<file path="config.mk">
export PLATFORM = sky130hd
export DESIGN_NAME = plid_cell
export DESIGN_NICKNAME = d
export VERILOG_FILES = /design/src/design/plid_pkg.sv /design/src/design/plid_cell.sv
export SDC_FILE = /design/constraint.sdc
export NUM_CORES = 1
export LEC_CHECK = 0
export BUFFER_PORTS_ARGS = -buffer_cell sky130_fd_sc_hd__clkbuf_2
export CAP_MARGIN = 20
export CORE_ASPECT_RATIO = 1.5
export CORE_MARGIN = 3
export CORE_UTILIZATION = 40
export DETAILED_ROUTE_END_ITERATION = 16
export PLACE_DENSITY = 0.93
export SETUP_SLACK_MARGIN = 0.1
export SYNTH_ARGS = -nofsm -noshare
export SYNTH_HDL_FRONTEND = slang
export SYNTH_SLANG_ARGS = --single-unit
</file>
<file path="constraint.sdc">
create_clock -name i_clk -period 12.4 [get_ports i_clk]
set_input_delay 2.48 -clock i_clk [delete_from_list [all_inputs] [get_ports i_clk]]
set_output_delay 2.48 -clock i_clk [all_outputs]
set_load 0.02 [all_outputs]
</file>
<file path="src/design/plid_pkg.sv">
// Shared types and codes for the positional list unit.
// No dependencies; imported by the cell, the top level and the checker.
`default_nettype none

package plid_pkg;

    // Fixed field widths of the stream words
    localparam int unsigned FUNC_W = 3;
    localparam int unsigned POS_W  = 7;
    localparam int unsigned VAL_W  = 32;
    localparam int unsigned STAT_W = 2;
    localparam int unsigned LEN_W  = 7;
    localparam int unsigned IN_W   = 48;
    localparam int unsigned OUT_W  = 48;

    // Cells per registered OR group on the read path
    localparam int unsigned GRP_SZ = 32;

    typedef enum logic [FUNC_W-1:0] {
        FN_CLEAR  = 3'd0,
        FN_APPEND = 3'd1,
        FN_INSERT = 3'd2,
        FN_DELETE = 3'd3,
        FN_READ   = 3'd4
    } t_func;

    typedef enum logic [STAT_W-1:0] {
        ST_DONE   = 2'd0,
        ST_FULL   = 2'd1,
        ST_BADPOS = 2'd2
    } t_status;

    // Shift command broadcast to every cell
    typedef struct packed {
        logic ins;
        logic del;
    } t_cell_op;

endpackage

`default_nettype wire

</file>
<file path="src/design/plid_cell.sv">
// One storage cell of the list: holds one entry and trades it with its neighbors.
// Depends on plid_pkg for the shift command type.
`default_nettype none

module plid_cell
    import plid_pkg::*;
#(
    parameter int unsigned CW  = 7,
    parameter int unsigned IDX = 0
) (
    input  wire logic             i_clk,
    input  wire t_cell_op         i_op,
    input  wire logic [CW-1:0]    i_pos,
    input  wire logic [VAL_W-1:0] i_val,
    input  wire logic [VAL_W-1:0] i_left,
    input  wire logic [VAL_W-1:0] i_right,
    output logic      [VAL_W-1:0] o_val,
    output logic      [VAL_W-1:0] o_tap
);

    localparam logic [CW-1:0] IDX_C = CW'(IDX);

    logic [VAL_W-1:0] r_val;
    logic [VAL_W-1:0] n_val;
    logic             w_hit;
    logic             w_past;

    assign w_hit  = (IDX_C == i_pos);
    assign w_past = (IDX_C > i_pos);

    // insert: cells past the slot take the left word, the slot takes the new word
    // delete: the slot and all cells past it take the right word
    always_comb begin
        n_val = r_val;
        if (i_op.ins) begin
            if (w_past) begin
                n_val = i_left;
            end else if (w_hit) begin
                n_val = i_val;
            end
        end else if (i_op.del) begin
            if (w_past || w_hit) begin
                n_val = i_right;
            end
        end
    end

    always_ff @(posedge i_clk) begin
        r_val <= n_val;
    end

    assign o_val = r_val;
    // only the addressed cell drives the read OR tree
    assign o_tap = w_hit ? r_val : '0;

endmodule

`default_nettype wire

</file>
# After elaboration in Yosys (flattened, before gate mapping)
# Index checks and enable logic that the tools add are counted.
# Widths: inputs -> output; s select.
dict set report totals {
  ff_bits 32
  inputBits 106
  wordCells 14
}
dict set report op_classes {
  n_lt_le_gt_ge 1
  n_eq_ne 1
  n_mux 6
  reduce_logical 5
}
# cell count
set ops {}
lappend ops {{$mux 32} 6}
lappend ops {{$gt 1x7->1 const A} 1}
lappend ops {{$logic_not 7->1} 1}
lappend ops {{$reduce_bool 2->1} 2}
lappend ops {{$ne 3x1->1 const B} 1}
lappend ops {{$reduce_and 3->1} 1}
lappend ops {{$logic_or 1x1->1} 1}

# Logic depth before layout (Yosys ltp)
dict set report logic_depth {
  word_depth 5
  depth_mapped 4
}

# Worst setup path after synthesis
# Ideal clock, no wire load.
dict set report synth_timing {
  path_type {input port to output port}
  startpoint {in i_pos[2]}
  endpoint {out o_tap[0]}
  t_arrival_ns 3.646
  required_time_ns 9.920
  setup_slack_ns 6.274
  stages 3
  cell_sequence {or4_4 -> buf_6 -> nor3_1}
}
dict set report synth_via {
  elab_chain_cells 2
}
# element line
set synth_lines {}
lappend synth_lines {{from (decl)} plid_cell.sv:13} ;# input wire logic [CW-1:0] i_pos,
lappend synth_lines {{$logic_not 7->1} plid_cell.sv:28} ;# assign w_hit = (IDX_C == i_pos);
lappend synth_lines {{$mux 32} plid_cell.sv:54} ;# assign o_tap = w_hit ? r_val : '0;
lappend synth_lines {{to (decl)} plid_cell.sv:18} ;# output logic [VAL_W-1:0] o_tap
# Every way passes these cells.

# Worst setup path after layout
dict set report layout_timing {
  startpoint {in i_pos[3]}
  endpoint {out o_tap[0]}
}
# Same word-level chain as after synthesis.

==> metrics.yaml <==
grt_pass1_vias: 1579
syn_area_per_cell_um2: 13.1
finalSetupViolations: 0
area_delta_synth_final_pct: 39.8
seq_area_frac_synth: 0.509
placed_area_um2: 2560
crit_path_end_kind: "output pin"
cts_sinks: 32
worstPathCellList: "clkbuf_2, or3_2, nor3_1, clkbuf_2"
htreeDepth: 2
timing.final.crit_share: 0.519
die_h_um: 90.1
drive_above_1_share: 0.748
gp_congestion: 0.718
coreArea_um2: 4540
max_cap_viol_count: 0
grt_overflow: 0
total_power_uw: 225
via_per_inst: 4.58
dpl.hpwl_um: 3690
ys_warn_count: 0
diodes: 0
io_buffers: 137
fin_area_um2: 2640
worst_pin_slew_ns: 0.931
syn-cell-area_um2: 1890
layout_min_cycle_time_ns: 6.43
min_path_type: "in -> reg"
cp.required_ns: 9.92
cp_top_family: "simple AND/OR/NAND/NOR gates"
initial_core_util: 0.415
cts_tree: "built"
path_class: "in -> out"
timing.fmax_ghz: 0.156
vias: 1566
hold_viol: 0
core.rowCount: 30
routedWlPerCell_um: 14.0
grt_max_degree: 34
synth_cell_type_count: 12
final_util: 0.581
max_stage_delay_ns: 0.86
powerDensity_nw_per_um2: 85.4
clockBufferDepth: 2
cts_root_buffer: "clkbuf_8"
status: "completed"
wirelength_um: 4790
nNetsFinal: 383
synth_cells: 144
cts_hold_buf: 0
antenna_found_initial: 0
grt_pass1_wl_um: 7360
timing.critical_path.buf_inv: 2
largest_register_ffs: 32
worstPathArrival_ns: 3.95
tns_ns: 0
drv_slew: 0
drt_iter0_markers: 40
ioPinCount: 170
post-cts-setup-buffers: 0
synth_fp_nets: 250
critPathMostFrequentCell: "clkbuf_2"
critPathLaunchType: "input port"
drt_first_pass_iters: 4
cts_resized: 0
grt.total_usage: 0.175
ir_drop_uv: 55.7
drc: 0
ant_nets: 0
ys_seq_elements: 32
timing.slew.headroom: 0.379
leakage_uw: 0.00124
crit_path_max_fanout: 33
cts_buffers: 5
dieWidth_um: 62.1
path_clk_slew_ns: 0.07
design.die.area_um2: 5590
rsz0062_at_grt: "false"
slowest_stage: "or3_2"
## placed cells by master, fill, tap and decap left out
| master | instances |
|---|---|
| clkbuf_8 | 5 |
| edfxtp_1 | 32 |
| nor2_1 | 1 |
| clkbuf_1 | 2 |
| clkbuf_2 | 137 |
| buf_4 | 1 |
| or3_2 | 1 |
| nor3_1 | 2 |
| or4_4 | 1 |
| clkinv_1 | 1 |
| nor3_2 | 31 |
| mux2_2 | 32 |
| inv_1 | 32 |
## path summary, 6_finish.rpt
path | start | to | slack, ns | cells past startpoint
max | i_pos[3] | o_tap[0] | 5.97 | 4
min | i_val[17] | o_val[17] | 2.51 | 2
## through the flow
step / hold WS (ns) / setup slack (ns) / std cells
global placement: 2.78 / 6.01 / 334
detailed placement: 2.78 / 5.98 / 334
floorplan: 2.70 / 6.27 / 144
CTS: 2.50 / 5.98 / 342
finish: 2.51 / 5.97 / 342
global route: 2.50 / 5.90 / 342
## power by group
group          switching, uW  internal [uW]  total [uW]
Sequential             0.279            120         121
Combinational           12.3           16.5        28.9
Clock                   36.5           39.1        75.6
## synth_stat cells
| master | count | area (um2) |
|---|---|---|
| buf_12 | 3 | 60.1 |
| buf_2 | 6 | 30.0 |
| buf_6 | 1 | 11.3 |
| clkbuf_1 | 2 | 7.51 |
| edfxtp_1 | 32 | 961 |
| inv_1 | 32 | 120 |
| mux2_2 | 32 | 360 |
| nor2_1 | 1 | 3.75 |
| nor3_1 | 3 | 15.0 |
| nor3_2 | 30 | 300 |
| or3_1 | 1 | 6.26 |
| or4_4 | 1 | 11.3 |
## layer usage
layer / share of wire / track usage / vias up
met5: 0 / 0 / -
met4: 0.010 / 0.0513 / 0
met3: 0.082 / 0.0560 / 4
met2: 0.57 / 0.318 / 78
met1: 0.34 / 0.179 / 730
li1: - / - / 754
## cell families after synthesis
group                  after synthesis  share of synthesized area
buffers and inverters               44                      0.121
AND/OR/NAND/NOR                     36                      0.178
multiplexers                        32                      0.191
flip-flops                          32                      0.509
## cell type report
type	instances	area, um2
fill	377	1900
inverter	32	120
multi-input combinational	68	703
clock buffer	7	76.3
sequential	32	961
tap	64	80.1
timing repair buffer	138	693
clock inverter	1	3.75
(Power assumes the default switching activity.)
